$ cat src/rtl/rke_pkg.sv
// ----------------------------------------------------------------------------
// rke_pkg
// Shared types, constants and base decode for the rolling k-mer encoder.
// ----------------------------------------------------------------------------
package rke_pkg;

   localparam int KMER_LEN  = 12;
   localparam int RUN_W     = $clog2(KMER_LEN + 1);
   localparam int CHAR_W    = 8;
   localparam int POS_W     = 31;
   localparam int WORD_W    = 32;
   localparam int QPOS_W    = 32;
   localparam int REQ_DATA_W = 40;
   localparam int RSP_DATA_W = 96;

   localparam logic [RUN_W-1:0]  RUN_FULL   = RUN_W'(KMER_LEN);
   localparam logic [RUN_W-1:0]  RUN_LAST   = RUN_W'(KMER_LEN - 1);
   localparam logic [QPOS_W-1:0] QPOS_SHIFT = QPOS_W'(KMER_LEN - 1);
   localparam logic [CHAR_W-1:0] CHAR_NUL   = 8'h00;

   typedef enum logic [1:0] {
      ST_VALID   = 2'd0,
      ST_INVALID = 2'd1,
      ST_DONE    = 2'd2
   } status_type;

   typedef struct packed {
      logic [POS_W-1:0]  char_pos;
      logic [CHAR_W-1:0] base_char;
   } req_item_type;

   typedef struct packed {
      logic       is_base;
      logic [1:0] code;
   } base_dec_type;

   function automatic base_dec_type decode_base(input logic [CHAR_W-1:0] ch);
      base_dec_type d;
      d.is_base = 1'b1;
      case (ch) inside
         8'h41, 8'h61: d.code = 2'd0;
         8'h43, 8'h63: d.code = 2'd1;
         8'h47, 8'h67: d.code = 2'd2;
         8'h54, 8'h74: d.code = 2'd3;
         default: begin
            d.is_base = 1'b0;
            d.code    = 2'd0;
         end
      endcase
      return d;
   endfunction

endpackage

$ cat src/rtl/rke_in_stage.sv
// ----------------------------------------------------------------------------
// rke_in_stage
// Input register: captures one request and holds it until the update
// stage takes it.
// ----------------------------------------------------------------------------
module rke_in_stage import rke_pkg::*; (
   input  logic         clock,
   input  logic         reset,
   input  logic         in_valid,
   output logic         in_ready,
   input  req_item_type in_item,
   output logic         out_valid,
   input  logic         out_take,
   output req_item_type out_item
);

   logic         valid_ff, valid_in;
   req_item_type item_ff;

   assign in_ready  = !valid_ff || out_take;
   assign out_valid = valid_ff;
   assign out_item  = item_ff;

   always_comb begin
      valid_in = valid_ff;
      if (in_ready) begin
         valid_in = in_valid;
      end
   end

   always_ff @(posedge clock) begin
      if (reset) begin
         valid_ff <= 1'b0;
      end else begin
         valid_ff <= valid_in;
      end
   end

   always_ff @(posedge clock) begin
      if (in_valid && in_ready) begin
         item_ff <= in_item;
      end
   end

endmodule

$ cat src/rtl/rke_kmer_core.sv
// ----------------------------------------------------------------------------
// rke_kmer_core
// Rolling forward and reverse-complement words, valid-base run count and
// the result register.
// ----------------------------------------------------------------------------
module rke_kmer_core import rke_pkg::*; (
   input  logic              clock,
   input  logic              reset,
   input  logic              direction,
   input  logic              item_valid,
   output logic              item_take,
   input  req_item_type      item,
   output logic              rsp_valid,
   input  logic              rsp_ready,
   output status_type        rsp_status,
   output logic [WORD_W-1:0] rsp_fwd,
   output logic [WORD_W-1:0] rsp_rc,
   output logic [QPOS_W-1:0] rsp_qpos
);

   logic [WORD_W-1:0] fwd_ff, fwd_in, rc_ff, rc_in;
   logic [RUN_W-1:0]  run_ff, run_in;
   logic              rsp_valid_ff, rsp_valid_in;
   status_type        status_ff, status_in;
   logic [WORD_W-1:0] out_fwd_ff, out_fwd_in, out_rc_ff, out_rc_in;
   logic [QPOS_W-1:0] qpos_ff, qpos_in;

   base_dec_type      dec;
   logic [1:0]        comp;
   logic              emit;
   logic [QPOS_W-1:0] pos_ext;

   assign item_take  = item_valid && (!rsp_valid_ff || rsp_ready);
   assign rsp_valid  = rsp_valid_ff;
   assign rsp_status = status_ff;
   assign rsp_fwd    = out_fwd_ff;
   assign rsp_rc     = out_rc_ff;
   assign rsp_qpos   = qpos_ff;

   always_comb begin
      dec     = decode_base(item.base_char);
      comp    = 2'd3 - dec.code;
      pos_ext = {1'b0, item.char_pos};
      fwd_in  = fwd_ff;
      rc_in   = rc_ff;
      run_in  = run_ff;
      emit    = 1'b0;
      status_in  = status_ff;
      out_fwd_in = out_fwd_ff;
      out_rc_in  = out_rc_ff;
      qpos_in    = direction ? pos_ext : (pos_ext - QPOS_SHIFT);
      if (item_take) begin
         if (item.base_char == CHAR_NUL) begin
            fwd_in     = '0;
            rc_in      = '0;
            run_in     = '0;
            emit       = 1'b1;
            status_in  = ST_DONE;
            out_fwd_in = '0;
            out_rc_in  = '0;
            qpos_in    = '0;
         end else if (!dec.is_base) begin
            fwd_in     = '0;
            rc_in      = '0;
            run_in     = '0;
            emit       = (run_ff == RUN_FULL);
            status_in  = ST_INVALID;
            out_fwd_in = '0;
            out_rc_in  = '0;
         end else begin
            if (!direction) begin
               fwd_in = {fwd_ff[WORD_W-3:0], dec.code};
               rc_in  = {comp, rc_ff[WORD_W-1:2]};
            end else begin
               fwd_in = {dec.code, fwd_ff[WORD_W-1:2]};
               rc_in  = {rc_ff[WORD_W-3:0], comp};
            end
            if (run_ff != RUN_FULL) begin
               run_in = run_ff + RUN_W'(1);
            end
            emit       = (run_ff >= RUN_LAST);
            status_in  = ST_VALID;
            out_fwd_in = fwd_in;
            out_rc_in  = rc_in;
         end
      end
      rsp_valid_in = rsp_valid_ff;
      if (item_take) begin
         rsp_valid_in = emit;
      end else if (rsp_ready) begin
         rsp_valid_in = 1'b0;
      end
   end

   always_ff @(posedge clock) begin
      if (reset) begin
         fwd_ff       <= '0;
         rc_ff        <= '0;
         run_ff       <= '0;
         rsp_valid_ff <= 1'b0;
      end else begin
         fwd_ff       <= fwd_in;
         rc_ff        <= rc_in;
         run_ff       <= run_in;
         rsp_valid_ff <= rsp_valid_in;
      end
   end

   always_ff @(posedge clock) begin
      if (item_take && emit) begin
         status_ff  <= status_in;
         out_fwd_ff <= out_fwd_in;
         out_rc_ff  <= out_rc_in;
         qpos_ff    <= qpos_in;
      end
   end

   a_run_bounded: assert property (@(posedge clock) disable iff (reset)
      run_ff <= RUN_FULL)
      else $error("run count above k-mer length");

   a_clear_on_break: assert property (@(posedge clock) disable iff (reset)
      item_take && !dec.is_base |=> run_ff == '0 && fwd_ff == '0 && rc_ff == '0)
      else $error("state not cleared after non-base character");

   a_zero_words: assert property (@(posedge clock) disable iff (reset)
      rsp_valid_ff && status_ff != ST_VALID |-> out_fwd_ff == '0 && out_rc_ff == '0)
      else $error("non-valid result carries nonzero words");

   a_done_pos: assert property (@(posedge clock) disable iff (reset)
      rsp_valid_ff && status_ff == ST_DONE |-> qpos_ff == '0)
      else $error("done result carries nonzero position");

   a_valid_full: assert property (@(posedge clock) disable iff (reset)
      item_take && emit && status_in == ST_VALID |=> run_ff == RUN_FULL)
      else $error("valid k-mer emitted before window full");

endmodule

$ cat src/rtl/rolling_kmer_encoder_revcomp_core.sv
// ----------------------------------------------------------------------------
// rolling_kmer_encoder_revcomp_core
// Rolling 2-bit k-mer encoder with reverse complement, one character per
// cycle while results are taken.
//
//   channel  dir  handshake            contents
//   req_     in   tvalid/tready        character and its query position
//   rsp_     out  tvalid/tready        k-mer pair, window position, status
//   csr_     in   wr_en                direction
//
// One request per cycle sustained while rsp_tready is high; an accepted request
// passes the input register, then the update and result register, before its result.
// Reset clears the words, the run count, the direction and all valid flags.
// A stalled result holds the result register; the input register still
// takes one more request if it is empty, then req_tready drops.
// ----------------------------------------------------------------------------
module rolling_kmer_encoder_revcomp_core import rke_pkg::*; (
   input  logic                  clock,
   input  logic                  reset,
   input  logic                  csr_wr_en,
   input  logic                  csr_wr_data,     // direction
   input  logic                  req_tvalid,
   output logic                  req_tready,
   input  logic [REQ_DATA_W-1:0] req_tdata,       // base_char[7:0], char_pos[38:8]
   output logic                  rsp_tvalid,
   input  logic                  rsp_tready,
   output logic [RSP_DATA_W-1:0] rsp_tdata,       // forward_word, revcomp_word, query_pos
   output logic [1:0]            rsp_tuser        // status
);

   logic              direction_ff, direction_in;
   req_item_type      req_item, s1_item;
   logic              s1_valid, s1_take;
   status_type        rsp_status;
   logic [WORD_W-1:0] rsp_fwd, rsp_rc;
   logic [QPOS_W-1:0] rsp_qpos;

   assign req_item.base_char = req_tdata[CHAR_W-1:0];
   assign req_item.char_pos  = req_tdata[CHAR_W+POS_W-1:CHAR_W];

   assign direction_in = csr_wr_en ? csr_wr_data : direction_ff;

   always_ff @(posedge clock) begin
      if (reset) begin
         direction_ff <= 1'b0;
      end else begin
         direction_ff <= direction_in;
      end
   end

   rke_in_stage u_in_stage (
      .clock     (clock),
      .reset     (reset),
      .in_valid  (req_tvalid),
      .in_ready  (req_tready),
      .in_item   (req_item),
      .out_valid (s1_valid),
      .out_take  (s1_take),
      .out_item  (s1_item)
   );

   rke_kmer_core u_kmer_core (
      .clock      (clock),
      .reset      (reset),
      .direction  (direction_ff),
      .item_valid (s1_valid),
      .item_take  (s1_take),
      .item       (s1_item),
      .rsp_valid  (rsp_tvalid),
      .rsp_ready  (rsp_tready),
      .rsp_status (rsp_status),
      .rsp_fwd    (rsp_fwd),
      .rsp_rc     (rsp_rc),
      .rsp_qpos   (rsp_qpos)
   );

   assign rsp_tdata = {rsp_qpos, rsp_rc, rsp_fwd};
   assign rsp_tuser = rsp_status;

endmodule
$ cat config.mk
export PLATFORM = sky130hd
export DESIGN_NAME = rolling_kmer_encoder_revcomp_core
export DESIGN_NICKNAME = d
export VERILOG_FILES = /design/src/rtl/rke_pkg.sv /design/src/rtl/rke_in_stage.sv /design/src/rtl/rke_kmer_core.sv /design/src/rtl/rolling_kmer_encoder_revcomp_core.sv
export SDC_FILE = /design/constraint.sdc
export NUM_CORES = 1
export LEC_CHECK = 0
export BUFFER_PORTS_ARGS = -buffer_cell sky130_fd_sc_hd__buf_2
export CORE_ASPECT_RATIO = 0.8
export CORE_UTILIZATION = 28
export DETAILED_ROUTE_END_ITERATION = 8
export GPL_ROUTABILITY_DRIVEN = 0
export GPL_TIMING_DRIVEN = 0
export PLACE_DENSITY_LB_ADDON = 0.05
export SLEW_MARGIN = 20
export SYNTH_ARGS = -nofsm -noshare
export SYNTH_HDL_FRONTEND = slang
export SYNTH_SLANG_ARGS = --single-unit
$ cat constraint.sdc
create_clock -name clock -period 6.7 [get_ports clock]
set_input_delay 1.005 -clock clock [delete_from_list [all_inputs] [get_ports clock]]
set_output_delay 1.005 -clock clock [all_outputs]
set_load 0.02 [all_outputs]
==> flow_summary.ini, run 1 <==
[run_status]
status = complete, no violations

[layout]
fin_area_sq_mm = 0.01086
fill_cells = 3052
drive_above_1_share_pct = 21.53
final_nets = 933
syn2layout_area_growth_pct = 24.00

[logic_synthesis]
ys_types = 51
syn_area_sq_mm = 0.008758
yosys.area.top_type_share_pct = 46.97
synth_seq_cells = 208
synth_xor_area_share_pct = 1.400
synth_top_family_by_area = simple AND/OR/NAND/NOR gates
synth_top_cell_by_area = edfxtp_1
synth_area_leaders = edfxtp_1 (47%), dfxtp_1 (16%), mux2i_1 (7.0%)
postSynthAreaPerCell_sq_um = 12.30
synth_nets = 761
synth_flop_cell = edfxtp_1
async_flop_share_pct = 0
synth_compound_area_share_pct = 10.33
synthMuxAreaShare_pct = 6.971
synth-simple-area-share_pct = 15.09
ys_seq_area_share_pct = 63.20
yosysWarningCount = 0
synth_edf_count = 137
syn_inst = 712
synth-adder-area-share_pct = 0.4286

[sta]
slew_headroom_pct = 40.05
final_max_slew_viol_count = 0
setup_tns_ns = 0
fmax_mhz = 340.9
worst_slew_pin_slew_ns = 0.8911
hold_viol = 0
clock_skew_ns = 0.01137
setup_violations = 0
rsz0062_at_grt = no
finalCriticalPeriod_ns = 2.934
period_share_pct = 43.79

[pwr]
leakagePower_uw = 0.003559
ir_drop_mv = 0.1521
p_per_area_mw_per_mm2 = 263.8

[clock_network]
clk_pin_slew_ns = 0.06
cts_setup_buffers = 0
clock_sinks = 208
holdBufCountCts = 0
cts_buffer_depth = 3
cts_resized = 0
cts_tree = built
clk_latency_ns = 0.52
numCtsBuffers = 24
clockRootBuffer = clkbuf_16
cts_max_level = 1

[place]
place_hpwl_um = 17210
placed_area_sq_mm = 0.01007
portBuffers = 143

[critical_path]
end_kind = flop
worstPathRequired_ns = 6.89
startpoint_type = flop
cp_cell_sequence = nor4bb_1 > a31o_2 > clkbuf_1 > and2_1 > o311a_4 > buf_12
startpoint = u_in_stage.out_item[2]$_DFFE_PP_
crit_type = reg2reg
crit_fanout = 40
slowest_stage = o311a_4
r2r_start = u_in_stage.out_item[2]$_DFFE_PP_
r2r_setup_slack_ns = 3.77
critical_path_arrival_ns = 3.12
cpPeakStageDelay_ns = 0.53
path_buf_inv = 2
cp_top_family = simple AND/OR/NAND/NOR gates

[die]
die_w_um = 199.7
initial_core_util_pct = 28.63
die_y_um = 160.2
fp.coreArea_sq_mm = 0.03060
dieArea_sq_mm = 0.03200
rows = 57
io_pins = 146

[global_routing]
grt_usage_pct = 15.15
antenna_found_initial = 3
grt_pass1_wl_um = 37760
grt_overflow_total = 0
grt_max_degree = 41
grt_pass1_vias = 6499

[detailed_routing]
post_drt_wl_per_cell_um = 18.24
vias = 6344
drtIter0Drc = 386
dr.pass1.iters = 7
via_per_inst = 4.813
ant_nets = 0
wirelength_um = 24040
route.detailed.drc = 0

[run]
maxCapViolCount = 0

[worst_hold_path]
holdCritStartpoint = u_kmer_core.rc_ff[1]$_SDFFE_PP0P_
min_path_type = reg2reg
-- cell usage in the layout, fill, tap and decap left out, types with 3 or more instances in the layout --
cell type,netlist,routed
clkbuf_16,0,25
nand4_1,4,4
diode_2,0,4
inv_1,7,7
or4_1,12,12
o2111ai_1,4,4
a21oi_1,19,19
or3_1,7,7
or2_2,4,4
nor2_1,91,91
nor3_1,10,10
edfxtp_1,137,137
nand2_1,18,18
xnor2_1,9,9
o31ai_1,64,64
clkbuf_1,45,54
nand3b_1,54,54
o21ai_0,17,17
clkbuf_8,0,3
nand2b_1,7,7
nor4_1,7,6
o32ai_1,3,3
xor2_1,5,5
o211ai_1,3,3
o41ai_1,3,3
nand3_1,7,7
buf_2,1,144
o21a_1,5,5
ha_1,3,3
buf_12,0,3
mux2i_1,61,61
dfxtp_1,71,71
-- flip-flops by register name, indices dropped and copies added (netlist names) --
register                count
u_kmer_core.fwd_ff         32
u_kmer_core.rsp_valid       1
u_kmer_core.rsp_fwd        32
direction_ff                1
u_in_stage.out_item        39
u_in_stage.out_valid        1
u_kmer_core.rsp_status      2
u_kmer_core.rc_ff          32
u_kmer_core.run_ff          4
u_kmer_core.rsp_qpos       32
u_kmer_core.rsp_rc         32
-- cell type report --
| type | instances | area (sq um) | area share [%] |
|---|---|---|---|
| Timing Repair Buffer | 146 | 775.7 | 7.143 |
| Clock inverter | 6 | 80.08 | 0.7373 |
| Antenna cell | 4 | 10.01 | 0.09217 |
| Tap cell | 413 | 516.7 | 4.758 |
| Sequential cell | 208 | 5535 | 50.97 |
| Clock buffer | 37 | 700.7 | 6.452 |
| Inverter | 7 | 26.28 | 0.2419 |
| Multi-Input combinational cell | 448 | 3015 | 27.76 |
| Buffer | 49 | 200.2 | 1.843 |
-- worst min-delay path, delay by kind of cell, from the launching register on --
family             cells  cell delay [ns]
DFF                    1             0.33
AOI/OAI and AO/OA      1             0.06
and+or+nand+nor        1             0.05
-- routing by layer --
metal	wire, um	global-route usage [%]
met1	12340	23.06
met2	10130	21.84
met4	559	3.990
met5	0	0
met3	1010	2.619
-- cell families after synthesis --
kind of cell,Yosys count
simple gates,240
flops,208
buf+inv,56
mux,61
xor+xnor,14
compound gates,130
fa+ha+maj,3
-- metrics by stage --
step | total power (uW) | hold WS [ns] | instances | worst slack [ns] | utilization, %
floorplan | 1529 | 0.4244 | 712 | 2.388 | -
global placement | 1585 | 0.4376 | 1268 | 0.8936 | 32.65
detailed placement | 1589 | 0.4558 | 1271 | 3.736 | 32.91
CTS | 2906 | 0.4667 | 1314 | 3.713 | 35.46
global route | 2980 | 0.5080 | 1315 | 3.478 | 35.47
finish | 2865 | 0.4692 | 1318 | 3.766 | 35.50
-- cells in the mapped netlist, types with 2 or more instances --
master,count
nand2_1,18
nor4_1,7
buf_6,2
o21ai_0,17
o31ai_1,64
nor4bb_1,2
a211oi_1,2
nor2b_1,2
and3_1,2
xnor2_1,9
inv_1,7
or4_4,2
mux2i_1,61
nand2b_1,7
nor3_1,10
nor3b_1,2
a31oi_1,2
or2_2,4
o2111ai_1,4
nor2_1,91
ha_1,3
nand3b_1,54
o211ai_1,3
or3_1,7
and2_1,3
edfxtp_1,137
or4_1,12
dfxtp_1,71
nand4_1,4
a21boi_0,2
o41ai_1,3
clkbuf_1,45
xor2_1,5
o21a_1,5
a21oi_1,19
o32ai_1,3
nand3_1,7
-- worst paths after layout --
path / cells past startpoint / to
worst max-delay path: 6 / u_kmer_core.rsp_rc[19]$_DFFE_PP_
worst min-delay path: 2 / u_kmer_core.rc_ff[1]$_SDFFE_PP0P_
worst max register to register: 6 / u_kmer_core.rsp_rc[19]$_DFFE_PP_
worst min register to register: 2 / u_kmer_core.rc_ff[1]$_SDFFE_PP0P_
-- power by group --
group          total [uW]  internal [uW]  switching, uW
Sequential           1410           1390           23.0
Clock                1300            792            512
Combinational         148           55.5           92.1
Power figures use the tool's default switching activity.
==> inputs of run 2 (changes only) <==
clock period = 2.6 ns   (was 6.7 ns; I/O delays follow)
==> run 2 against run 1 <==
Net effect:
- setup slack worse by 3.7 ns
- clock power rose to 2.5 times the previous value
- total power rose to 2.6 times the previous value
- design area increased by 1.3%
==> flow_summary.ini, run 2 (synthesis results as in run 1) <==
[clock_network]
clk_pin_slew_ns = 0.06
cts_max_level = 1
numCtsBuffers = 24
cts_tree = built
clk_latency_ns = 0.53
cts_buffer_depth = 3
clockRootBuffer = clkbuf_16
clock_sinks = 208

[layout]
largest_reg_flops = 39
final_nets = 941
multiInputGateArea_sq_mm = 0.003093
fill_cells = 3079
drive_above_1_share_pct = 23.52
layout_commonest_cell = buf_2
instances_no_fill = 1324
syn2layout_area_growth_pct = 25.57
postLayoutCoreUtil_pct = 35.95
mostFrequentLayoutCells = buf_2 (144), edfxtp_1 (137), nor2_1 (91), dfxtp_1 (71), o31ai_1 (64)
fin_area_sq_mm = 0.01100
seq_area_sq_mm = 0.005535

[global_routing]
grt_pass1_wl_um = 37290
grt_usage_pct = 15.16
antenna_found_initial = 1
grt_pass1_vias = 6424
grt_max_degree = 28
grt_overflow_total = 0

[sta]
finalCriticalPeriod_ns = 2.496
fmax_mhz = 400.7
holdWs_ns = 0.02804
slew_headroom_pct = 44.98
final_max_slew_viol_count = 0
clock_skew_ns = 0.01853
setup_violations = 0
rsz0062_at_grt = no
period_share_pct = 95.98
worst_slew_pin_slew_ns = 0.8254
hold_viol = 0
setup_tns_ns = 0

[die]
dieArea_sq_mm = 0.03200
rows = 57
die_y_um = 160.2
io_pins = 146
die_w_um = 199.7
fp.coreArea_sq_mm = 0.03060
initial_core_util_pct = 28.63

[detailed_routing]
drtIter0Drc = 350
post_drt_wl_per_cell_um = 18.49
wirelength_um = 24480
dr.pass1.iters = 4
via_per_inst = 4.819
vias = 6380
route.detailed.drc = 0
ant_nets = 0

[critical_path]
r2r_setup_slack_ns = 0.10
crit_fanout = 10
crit_type = reg2reg
worstPathRequired_ns = 2.99
startpoint_type = flop
critical_path_arrival_ns = 2.89
end_kind = flop

[place]
placed_area_sq_mm = 0.01006
portBuffers = 143
place_hpwl_um = 16800
dp.cells = 1270

[pwr]
leakagePower_uw = 0.003664
ir_drop_mv = 0.4153
p_per_area_mw_per_mm2 = 665.0

[worst_hold_path]
min_path_type = in2reg

[run_status]
status = complete, no violations

[run]
maxCapViolCount = 0
## run 2: through the flow
step,setup WS [ns],power (uW)
2_1_floorplan,0.09209,3940
3_3_place_gp,-0.4813,4081
3_5_place_dp,-0.3257,4089
4_1_cts,0.01320,7419
5_1_grt,0.004846,7599
6_report,0.1044,7314
## run 2: area by class of cell
cell class	instances	share of cell area (%)
antenna	1	0.02275
clock buffer	35	6.507
sequential	208	50.33
clock inverter	9	0.4209
timing repair buffer	153	7.850
buffer	48	1.809
inverter	7	0.2389
multi-input combinational	450	28.12
tap	413	4.699
## run 2: layer usage
layer	part of all wire, %	up-vias	GRT usage, %	wire, um
met5	0	-	0	0
met3	5.0	44	3.379	1227
met1	49	3110	22.31	11960
met4	2.9	0	4.788	705
li1	-	3078	-	-
met2	43	148	21.83	10590
## run 2: worst max-delay path, stage by stage (launching register included)
cell and delay, ns:
edfxtp_1 0.47, ha_1 0.28, o21a_1 0.24, or4_4 0.56, buf_6 0.17, or4_1 0.47, a21oi_1 0.15
## run 2: power by group
part	internal [uW]	switching, uW
logic	154	238
clock network	1910	1360
registers	3580	64.3
## run 2: path summary, 6_finish.rpt
kind                                      from  cells after the start                                 end
min reg2reg  u_kmer_core.rc_ff[0]$_SDFFE_PP0P_                      2   u_kmer_core.rc_ff[0]$_SDFFE_PP0P_
min                              req_tdata[35]                      1   u_in_stage.out_item[35]$_DFFE_PP_
max reg2reg   u_in_stage.out_item[8]$_DFFE_PP_                      6  u_kmer_core.rsp_qpos[24]$_DFFE_PP_
max           u_in_stage.out_item[8]$_DFFE_PP_                      6  u_kmer_core.rsp_qpos[24]$_DFFE_PP_
## run 2: what timing repair did
action | in CTS | in global routing
endpoints found under the hold margin | 1 | 0
pin swaps | 1 | 1
resized for setup | 4 | 9
buffers inserted | 2 | 4
endpoints found under the setup margin | 111 | 57
gates cloned | 3 | 0
hold buffers | 1 | 0
==> inputs of run 3 (changes only) <==
BUFFER_PORTS_ARGS = default   (was -buffer_cell sky130_fd_sc_hd__buf_2)
DONT_BUFFER_PORTS = 1   (was default)
==> run 3 against run 2 <==
Net effect:
- setup slack improved by 0.0078 ns
- via count fell by 5.0%
- die area did not move
- largest cell class unchanged
- critical path depth fell by 1
- sequential cell count did not move
- final cell count fell by 7.9%
- core utilization fell by 0.84 points
- non-clock buffer count fell by 102
- worst hold slack improved by 0.0028 ns
- largest power group unchanged
- design area fell by 2.3%
- clock-buffer cell count rose by 2
==> flow_summary.ini, run 3 (synthesis results as in run 1) <==
[sta]
setup_tns_ns = 0
hold_viol = 0
worst_slew_pin_slew_ns = 0.7740
slew_headroom_pct = 48.40
final_max_slew_viol_count = 0
finalCriticalPeriod_ns = 2.488
clock_skew_ns = 0.01855
setup_violations = 0
period_share_pct = 95.69
fmax_mhz = 402.0

[detailed_routing]
drtIter0Drc = 408
post_drt_wl_per_cell_um = 19.87
route.detailed.drc = 0
dr.pass1.iters = 7
wirelength_um = 24230
ant_nets = 0
via_per_inst = 4.970
vias = 6059

[pwr]
leakagePower_uw = 0.003301
power_uw = 7580
ir_drop_mv = 0.3737
p_per_area_mw_per_mm2 = 705.7

[global_routing]
antenna_found_initial = 0
grt_pass1_vias = 6158
grt_overflow_total = 0
grt_max_degree = 47
grt_usage_pct = 15.10
grt_pass1_wl_um = 37120

[clock_network]
clk_pin_slew_ns = 0.06
numCtsBuffers = 24
cts_max_level = 1
cts_tree = built
clock_sinks = 208
cts_buffer_depth = 3
clk_latency_ns = 0.53
clockRootBuffer = clkbuf_16

[critical_path]
crit_fanout = 10
startpoint_type = flop
end_kind = flop
worstPathRequired_ns = 2.97
r2r_start = u_in_stage.out_item[18]$_DFFE_PP_
ff2ff_path_depth = 5
crit-reg2reg-capture = u_kmer_core.rsp_qpos[24]$_DFFE_PP_
critical_path_arrival_ns = 2.86
r2r_setup_slack_ns = 0.11
startpoint = u_in_stage.out_item[18]$_DFFE_PP_
crit_type = reg2reg
crit_path_end = u_kmer_core.rsp_qpos[24]$_DFFE_PP_

[die]
die_w_um = 199.7
rows = 57
die_y_um = 160.2
io_pins = 146
fp.coreArea_sq_mm = 0.03060
initial_core_util_pct = 28.63
dieArea_sq_mm = 0.03200

[worst_hold_path]
holdCritStartpoint = csr_wr_data
min_path_type = in2reg

[run_status]
status = complete, no violations

[layout]
drive_above_1_share_pct = 9.181
syn2layout_area_growth_pct = 22.63
fin_area_sq_mm = 0.01074
final_nets = 838
fill_cells = 3051
largest_reg_flops = 39
instances_no_fill = 1219
seq_area_sq_mm = 0.005535
mostFrequentLayoutCells = edfxtp_1 (137), nor2_1 (91), dfxtp_1 (71), o31ai_1 (64), mux2i_1 (61)
postLayoutCoreUtil_pct = 35.10
diodes = 0
layout_commonest_cell = edfxtp_1
multiInputGateArea_sq_mm = 0.003073

[place]
dp.cells = 1128
place_hpwl_um = 16340
placed_area_sq_mm = 0.009363
portBuffers = 0

[run]
maxCapViolCount = 0
## run 3: cell types whose count changed in the layout (fill, tap and decap cells not counted), sizes merged, moves of 3 or more
cell	previous run	this run
buf	155	14
clkinv	7	4
clkbuf	79	82
dlygate4sd3	1	40
## run 3: area by class of cell
cell class / count / area share (%)
repair buffers: 51 / 5.079
multi-input cells: 449 / 28.61
clock buffers: 37 / 7.328
flip-flops and latches: 208 / 51.54
inverters: 7 / 0.2446
clock inverters: 6 / 0.5009
plain buffers: 48 / 1.887
well taps: 413 / 4.811
## run 3: critical path, cell delays in order (launching register included)
cell      delay [ns]
edfxtp_1        0.45
or4_4           0.58
or4_4           0.49
buf_6           0.17
or4_1           0.47
a21oi_1         0.18
## run 3: how the worst min path moves through the flow
stage / depth (start not counted) / endpoint / slack [ns]
after global placement: 2 / u_kmer_core.fwd_ff[31]$_SDFFE_PP0P_ / 0.44
final: 2 / direction_ff$_SDFFE_PP0P_ / 0.03
after CTS: 2 / direction_ff$_SDFFE_PP0P_ / 0.01
after detailed placement: 2 / u_kmer_core.fwd_ff[31]$_SDFFE_PP0P_ / 0.45
after floorplan: 2 / u_kmer_core.fwd_ff[0]$_SDFFE_PP0P_ / 0.42
after global routing: 2 / direction_ff$_SDFFE_PP0P_ / 0.04
## run 3: per-stage QoR
stage	hold slack, ns	setup slack, ns
finish	0.03088	0.1122
global route	0.03717	-0.00003020
detailed placement	0.4533	-0.3548
floorplan	0.4244	0.09209
global placement	0.4437	-0.4885
CTS	0.01321	-0.02036
## run 3: layer usage
metal  up-vias  part of all wire, %  track usage (%)
met5         -                    0                0
met4         0                  1.7            3.227
met3        27                  5.5            3.464
met2       174                   43            22.38
met1      2988                   50            22.19
li1       2870                    -                -
## run 3: power by group
part           switching [uW]  internal, uW
combinational             228           169
sequential               76.3          3580
clock                    1340          2180
total                    1650          5930
## run 3: what timing repair did
item,CTS,global route
endpoints found under the hold margin,40,0
gates resized for setup,4,13
gates cloned,1,1
buffers inserted,5,2
hold buffers,40,0
pin swaps,2,0
setup endpoints to repair,140,101
